==> config.mk <==
export PLATFORM = sky130hd
export DESIGN_NAME = fdl_regs
export DESIGN_NICKNAME = d
export VERILOG_FILES = /design/src/rtl/fractional_delay_line_macros.svh /design/src/rtl/fdl_pkg.sv /design/src/rtl/fdl_regs.sv
export SDC_FILE = /design/constraint.sdc
export NUM_CORES = 1
export LEC_CHECK = 0
export BUFFER_PORTS_ARGS = -buffer_cell sky130_fd_sc_hd__buf_2
export CORE_ASPECT_RATIO = 1.1
export CORE_MARGIN = 8
export CORE_UTILIZATION = 43
export CTS_CLUSTER_SIZE = 12
export DETAILED_ROUTE_END_ITERATION = 16
export PLACE_DENSITY = 0.82
export SLEW_MARGIN = 20
export SYNTH_ARGS = -nofsm -noshare
export SYNTH_HDL_FRONTEND = slang
export SYNTH_SLANG_ARGS = --single-unit
export TNS_END_PERCENT = 10
==> constraint.sdc <==
create_clock -name clk -period 4.25 [get_ports clk]
set_clock_uncertainty 0.15 [all_clocks]
set_input_delay 0.85 -clock clk [delete_from_list [all_inputs] [get_ports clk]]
set_output_delay 0.85 -clock clk [all_outputs]
set_load 0.05 [all_outputs]
==> src/rtl/fractional_delay_line_macros.svh <==
// assertion macros for the fractional delay line
// expects clk and rst_n in the scope of each use
`ifndef FRACTIONAL_DELAY_LINE_MACROS_SVH
`define FRACTIONAL_DELAY_LINE_MACROS_SVH

// consequent must hold in the same cycle as the antecedent
`define FDL_ASSERT_NOW(lbl, ante, cons, msg) \
  lbl: assert property (@(posedge clk) disable iff (!rst_n) (ante) |-> (cons)) \
    else $error(msg);

// consequent must hold in the cycle after the antecedent
`define FDL_ASSERT_NEXT(lbl, ante, cons, msg) \
  lbl: assert property (@(posedge clk) disable iff (!rst_n) (ante) |=> (cons)) \
    else $error(msg);

`endif

==> src/rtl/fdl_pkg.sv <==
// shared constants and register codes for the fractional delay line
// no dependencies
package fdl_pkg;

  // build defaults
  localparam int DEF_MAX_DEPTH    = 4096;
  localparam int DEF_SAMPLE_WIDTH = 24;

  // register port geometry
  localparam int CFG_DATA_W = 32;
  localparam int PADDR_W    = 4;

  // register field widths
  localparam int LEN_FIELD_W = 13;
  localparam int FRAC_W      = 8;
  localparam int GAIN_W      = 16;
  localparam int GAIN_FRAC   = 12;

  // total fraction bits of the blended, gained product
  localparam int PROD_SHIFT = GAIN_FRAC + FRAC_W;

  // register reset values
  localparam logic [LEN_FIELD_W-1:0] RST_LINE_LENGTH = LEN_FIELD_W'(4096);
  localparam logic [LEN_FIELD_W-1:0] RST_DELAY_WHOLE = LEN_FIELD_W'(1);
  localparam logic [FRAC_W-1:0]      RST_DELAY_FRAC  = '0;
  localparam logic [GAIN_W-1:0]      RST_GAIN        = GAIN_W'(4096);

  // register map, word index
  typedef enum logic [1:0] {
    REG_LINE_LENGTH    = 2'd0,
    REG_DELAY_WHOLE    = 2'd1,
    REG_DELAY_FRACTION = 2'd2,
    REG_MAKEUP_GAIN    = 2'd3
  } fdl_reg_t;

endpackage

==> src/rtl/fdl_regs.sv <==
// register file for the fractional delay line, apb-style write and read
// depends on fdl_pkg; derives the effective length and delay
module fdl_regs #(
  parameter int MAX_DEPTH = fdl_pkg::DEF_MAX_DEPTH,
  parameter int NW        = $clog2(MAX_DEPTH) + 1
) (
  input  logic                            clk,
  input  logic                            rst_n,
  input  logic                            psel,
  input  logic                            penable,
  input  logic                            pwrite,
  input  logic [fdl_pkg::PADDR_W-1:0]     paddr,
  input  logic [fdl_pkg::CFG_DATA_W-1:0]  pwdata,
  output logic [fdl_pkg::CFG_DATA_W-1:0]  prdata,
  output logic                            pready,
  output logic [NW-1:0]                   eff_len,
  output logic [NW-1:0]                   eff_whole,
  output logic [fdl_pkg::FRAC_W-1:0]      eff_frac,
  output logic [fdl_pkg::GAIN_W-1:0]      gain
);

  import fdl_pkg::*;

  logic [LEN_FIELD_W-1:0] line_length_r;
  logic [LEN_FIELD_W-1:0] delay_whole_r;
  logic [FRAC_W-1:0]      delay_frac_r;
  logic [GAIN_W-1:0]      gain_r;

  fdl_reg_t reg_sel;
  logic     wr_en;
  logic [31:0] n32;
  logic [31:0] w32;
  logic [FRAC_W-1:0] f_eff;

  assign pready  = 1'b1;
  assign reg_sel = fdl_reg_t'(paddr[PADDR_W-1:2]);
  assign wr_en   = psel && penable && pwrite && pready;

  // register writes
  always_ff @(posedge clk) begin
    if (!rst_n) begin
      line_length_r <= RST_LINE_LENGTH;
      delay_whole_r <= RST_DELAY_WHOLE;
      delay_frac_r  <= RST_DELAY_FRAC;
      gain_r        <= RST_GAIN;
    end else if (wr_en) begin
      unique case (reg_sel)
        REG_LINE_LENGTH:    line_length_r <= pwdata[LEN_FIELD_W-1:0];
        REG_DELAY_WHOLE:    delay_whole_r <= pwdata[LEN_FIELD_W-1:0];
        REG_DELAY_FRACTION: delay_frac_r  <= pwdata[FRAC_W-1:0];
        REG_MAKEUP_GAIN:    gain_r        <= pwdata[GAIN_W-1:0];
        default: ;
      endcase
    end
  end

  // read mux
  always_comb begin
    unique case (reg_sel)
      REG_LINE_LENGTH:    prdata = CFG_DATA_W'(line_length_r);
      REG_DELAY_WHOLE:    prdata = CFG_DATA_W'(delay_whole_r);
      REG_DELAY_FRACTION: prdata = CFG_DATA_W'(delay_frac_r);
      REG_MAKEUP_GAIN:    prdata = CFG_DATA_W'(gain_r);
      default:            prdata = '0;
    endcase
  end

  // effective length: zero acts as one, clamp to the store depth
  always_comb begin
    n32 = 32'(line_length_r);
    if (n32 == 32'd0) begin
      n32 = 32'd1;
    end
    if (n32 > 32'(MAX_DEPTH)) begin
      n32 = 32'(MAX_DEPTH);
    end
  end

  // effective delay: zero delay acts as one sample, long delays clamp
  always_comb begin
    w32   = 32'(delay_whole_r);
    f_eff = delay_frac_r;
    if (w32 == 32'd0 && f_eff == '0) begin
      w32 = 32'd1;
    end
    if (w32 > n32 || (w32 == n32 && f_eff != '0)) begin
      w32   = n32;
      f_eff = '0;
    end
  end

  assign eff_len   = n32[NW-1:0];
  assign eff_whole = w32[NW-1:0];
  assign eff_frac  = f_eff;
  assign gain      = gain_r;

endmodule

After elaboration in Yosys (flattened, before gate mapping)
Index checks and enable logic that the tools add are counted.
{"block": "word_totals", "ff_bits": 50, "latch_bits": 0, "ramBits": 0, "mem_bits_ro": 0, "inputBits": 41, "out_inout_bits": 83, "word_cells": 30, "mem_count": 0}
{"block": "op_classes", "addsub": 0, "n_mul": 0, "n_div": 0, "order_cmp": 2, "n_eq_ne": 4, "shift": 0, "muxes": 6, "bitwise_logic": 0, "n_reduce_logical": 14}
{"operator": "$pmux W32 S4", "count": 1}
{"operator": "$mux W13", "count": 4}
{"operator": "$eq A13 B32 Y1", "count": 1}
{"operator": "$gt A13 B32 Y1", "count": 1}
{"operator": "$gt A32 B13 Y1 const B", "count": 1}
{"operator": "$logic_not A13 Y1", "count": 2}
{"operator": "$logic_not A8 Y1", "count": 1}
{"operator": "$mux W8", "count": 1}
{"operator": "$reduce_and A2 Y1", "count": 4}
{"operator": "$reduce_bool A8 Y1", "count": 1}
{"operator": "$eq A2 B2 Y1 const B", "count": 2}
{"operator": "$logic_and A1 B1 Y1", "count": 4}
{"operator": "$eq A2 B1 Y1 const B", "count": 1}
{"operator": "$logic_not A2 Y1", "count": 1}
{"operator": "$logic_or A1 B1 Y1", "count": 1}

Logic depth before layout (Yosys ltp)
{"block": "logic_depth", "ltp_word": 8, "ltp_mapped": 12, "depth_no_buf": 11}

Worst setup path before layout
OpenSTA, ideal clock, no wires.
{"block": "synth_timing", "kind": "register -> output", "from": "register line_length_r[1]", "to": "output eff_whole[0]", "t_arrival_ns": 3.061, "required_time_ns": 3.250, "path_slack_ns": 0.189, "path_stages_with_launch": 13, "path_buffers": 1, "cell_sequence": "dfxtp_1 nor4_1 nand3_1 a21o_1 inv_1 ha_1 nand4_1 o22a_1 a21oi_1 a2111oi_2 a21oi_2 buf_6 mux2i_1"}
{"block": "synth_between", "elab_chain_cells": 8, "word_cells_on_any_way": 9, "classes_between": "2 x order compare; 1 x eq/ne; 3 x mux; 3 x reduce/logical"}
{"item": "from (decl)", "line_no": "fdl_regs.sv:24", "rtl": "logic [LEN_FIELD_W-1:0] line_length_r;"}
{"item": "from (signal assigned)", "line_no": "fdl_regs.sv:48", "rtl": "REG_LINE_LENGTH: line_length_r <= pwdata[LEN_FIELD_W-1:0];"}
{"item": "$logic_not A13 Y1", "line_no": "fdl_regs.sv:71", "rtl": "if (n32 == 32'd0) begin"}
{"item": "$mux W13 *", "line_no": "fdl_regs.sv:71"}
{"item": "$gt A32 B13 Y1", "line_no": "fdl_regs.sv:74", "rtl": "if (n32 > 32'(MAX_DEPTH)) begin"}
{"item": "$mux W13 *", "line_no": "fdl_regs.sv:74"}
{"item": "named net eff_len[0]", "line_no": "fdl_regs.sv:16", "rtl": "output logic [NW-1:0] eff_len,"}
{"item": "branches (longest 3 deep; another with $gt A13 B32 Y1)"}
{"item": "$mux W13 *", "line_no": "fdl_regs.sv:86", "rtl": "if (w32 > n32 || (w32 == n32 && f_eff != '0)) begin"}
{"item": "to (decl)", "line_no": "fdl_regs.sv:17", "rtl": "output logic [NW-1:0] eff_whole,"}
Mark *: on every way through the listed nets, which the timed path passes.

Final worst setup path
{"block": "layout_timing", "from": "register delay_frac_r[2]", "to": "output eff_whole[9]"}
{"block": "layout_between", "elab_chain_cells": 7, "word_cells_on_any_way": 9, "classes_between": "1 x order compare; 1 x eq/ne; 2 x mux; 5 x reduce/logical"}
{"item": "from (decl)", "line_no": "fdl_regs.sv:26", "rtl": "logic [FRAC_W-1:0] delay_frac_r;"}
{"item": "from (signal assigned)", "line_no": "fdl_regs.sv:50", "rtl": "REG_DELAY_FRACTION: delay_frac_r <= pwdata[FRAC_W-1:0];"}
{"item": "branches (longest 6 deep; another with $gt A13 B32 Y1)"}
{"item": "$mux W13 *", "line_no": "fdl_regs.sv:86"}
Every way passes the cells marked *.

==> results.sh <==
export IMPL_cts_sinks=50
export IMPL_criticalPathCategory="reg -> out"
export IMPL_netlist_instances=351
export IMPL_vias=2814
export IMPL_p_leak_uw=0.00180
export IMPL_reg2reg_from="line_length_r[12]"
export IMPL_antenna_cells=0
export IMPL_worstHoldPathCells=2
export IMPL_dr_pass1_iters=4
export IMPL_hold_start="gain[3]"
export IMPL_viasPerCell=5.45
export IMPL_clockBufferDepth=2
export IMPL_grt_total_usage_pct=17.6
export IMPL_required_ns=3.25
export IMPL_place_congestion=0.873
export IMPL_grt_pass1_wl_mm=14.9
export IMPL_maxSlewHeadroom_pct=28.9
export IMPL_die_area_um2=10200
export IMPL_num_io_pins=124
export IMPL_hold_viol_final=0
export IMPL_htree_levels=2
export IMPL_min_period_ns=4.23
export IMPL_cp_max_fo=7
export IMPL_ir_worst_vdd_mv=0.195
export IMPL_hold_end="gain[3]"
export IMPL_path_clk_slew_ns=0.10
export IMPL_grt_setup_unrepaired="yes"
export IMPL_worstReg2RegEnd="line_length_r[12]"
export IMPL_period_share_pct=99.4
export IMPL_fmax_mhz=237
export IMPL_layout_nets=484
export IMPL_reg2reg_depth=2
export IMPL_hpwl_mm=6.79
export IMPL_cts_tree="done"
export IMPL_status="complete, no violations"
export IMPL_areaGrowthSynthToFinish_pct=25.8
export IMPL_power_density_nw_per_um2=244
export IMPL_ys_warn_count=0
export IMPL_endpoint_kind="primary output"
export IMPL_hold_class="reg -> reg"
export IMPL_final_cell_mix="nand2_1, buf_2, dfxtp_1"
export IMPL_cts_buffers=5
export IMPL_yosysSeqAreaShare_pct=32.1
export IMPL_die_w_um=97.2
export IMPL_place_area_um2=3520
export IMPL_final_common_cell="nand2_1"
export IMPL_ant_nets=0
export IMPL_start_util_pct=44.3
export IMPL_drv_slew=0
export IMPL_antenna_found_initial=0
export IMPL_drcViolationCount=0
export IMPL_synth_area_leaders="dfxtp_1, nand2_1, mux2i_1"
export IMPL_yosys_area_top_type_share_pct=32.1
export IMPL_tightest_slew_ns=1.06
export IMPL_grt_overflow_total=0
export IMPL_routedWlPerCell_um=18.4
export IMPL_yosys_area_top_type="dfxtp_1"
export IMPL_final_area_um2=3930
export IMPL_r2r_slack_ns=3.05
export IMPL_drt_wl_total_mm=9.47
export IMPL_grt_max_degree=51
export IMPL_setup_viol=0
export IMPL_dr_first_iter_drc_count=237
export IMPL_ys_types=39
export IMPL_dp_cells=497
export IMPL_grt_pass1_vias=2987
export IMPL_core_area_um2=7050
export IMPL_fin_cells=516
export IMPL_maxCapViolations=0
export IMPL_start_kind="flip-flop"
export IMPL_avgSynthCellArea_um2=8.89
export IMPL_clk_latency_ns=0.31
export IMPL_cp_arrival_ns=3.23
export IMPL_rows=32
export IMPL_root_buffer="clkbuf_8"
export IMPL_layout_drive_gt1_share_pct=39.0
export IMPL_portBuffers=88
export IMPL_synth_area_um2=3120
export IMPL_yosys_register_bits=50
export IMPL_die_h_um=105
-- stage by stage --
step | TNS, ns | worst slack, ns | utilization [%] | hold slack [ns] | total power [µW]
5_1_grt | -0.903 | -0.0800 | 55.7 | 0.362 | 992
6_report | 0 | 0.0236 | 55.7 | 0.333 | 957
3_3_place_gp | 0 | 0.244 | 49.9 | 0.308 | 650
4_1_cts | -0.428 | -0.0619 | 53.6 | 0.334 | 946
3_5_place_dp | 0 | 0.204 | 49.9 | 0.322 | 653
2_1_floorplan | 0 | 0.189 | - | 0.310 | 627
-- where the power goes --
part	switching [µW]	leakage (µW)	internal, µW
sequential	7.52	0.000409	475
clock	161	0.0000472	131
combinational	122	0.00134	60.0
-- sequential cells by signal, summed over array words and instances, names as in the netlist --
name / flops
delay_frac_r: 8
delay_whole_r: 13
gain: 16
line_length_r: 13
-- cells in the mapped netlist (all sizes together) --
cell,number
o21bai,1
a21o,1
a2111oi,1
or4,2
nor2,2
mux2i,22
and3,4
dfxtp,50
inv,15
a22o,5
nor3b,2
nand3,5
conb,2
o21ai,1
nor2b,29
or2,1
mux4,8
a21boi,27
ha,13
nand2,72
a211oi,1
nor3,3
o22a,1
a41o,1
clkbuf,23
nand4,2
a41oi,1
mux2,17
a21oi,6
nor4,5
buf,26
o211ai,2
-- cells by family after synthesis --
family,count (synthesis),share of synthesized area (%)
AO/OA/AOI/OAI,48,12.0
adder cells (fa/ha/maj),13,5.21
buffers and inverters,64,10.5
flip-flops,50,32.1
multiplexers,47,20.3
other,2,0.241
AND/OR/NAND/NOR,127,19.7
-- what timing repair did --
action / CTS / global route
hold endpoints to repair: 0 / 0
gates cloned: 1 / 0
hold buffers: 0 / 0
gates resized for setup: 31 / 41
endpoints found under the setup margin: 13 / 21
buffers inserted: 5 / 5
pin swaps: 6 / 8
-- critical path, stage by stage (launching register included) --
cell       delay (ns)
dfxtp_2          0.33
or4_4            0.55
nor2_4           0.13
a41oi_2          0.14
ha_1             0.31
nand4_1          0.10
o22a_1           0.21
a21oi_2          0.20
a2111oi_4        0.06
a21oi_4          0.21
clkbuf_16        0.20
mux2_4           0.31
buf_8            0.15
-- area by class of cell --
cell class              instances  area [µm²]
repair buffers                106         722
well taps                      85         106
multi-input cells             252        1930
clock buffers                   6        82.6
flip-flops and latches         50        1010
clock inverters                 2        12.5
fillers                       600        3120
inverters                      15        56.3
-- worst max path at each step --
stage,startpoint,end,slack (ns),depth (start not counted)
5_1_grt,line_length_r[8],eff_whole[9],-0.08,13
3_3_place_gp,delay_frac_r[7],eff_whole[12],0.24,12
4_1_cts,delay_frac_r[2],eff_whole[9],-0.06,12
6_report,delay_frac_r[2],eff_whole[9],0.02,12
3_5_place_dp,delay_frac_r[7],eff_whole[12],0.20,12
2_1_floorplan,line_length_r[1],eff_whole[0],0.19,12
-- routing by layer --
metal  track usage [%]  part of all wire [%]
met3              4.25                   7.2
met1              19.6                    39
met4              9.97                   3.4
met2              30.2                    51
met5                 0                     0
Note: power is estimated with default switching activity, not from simulation.
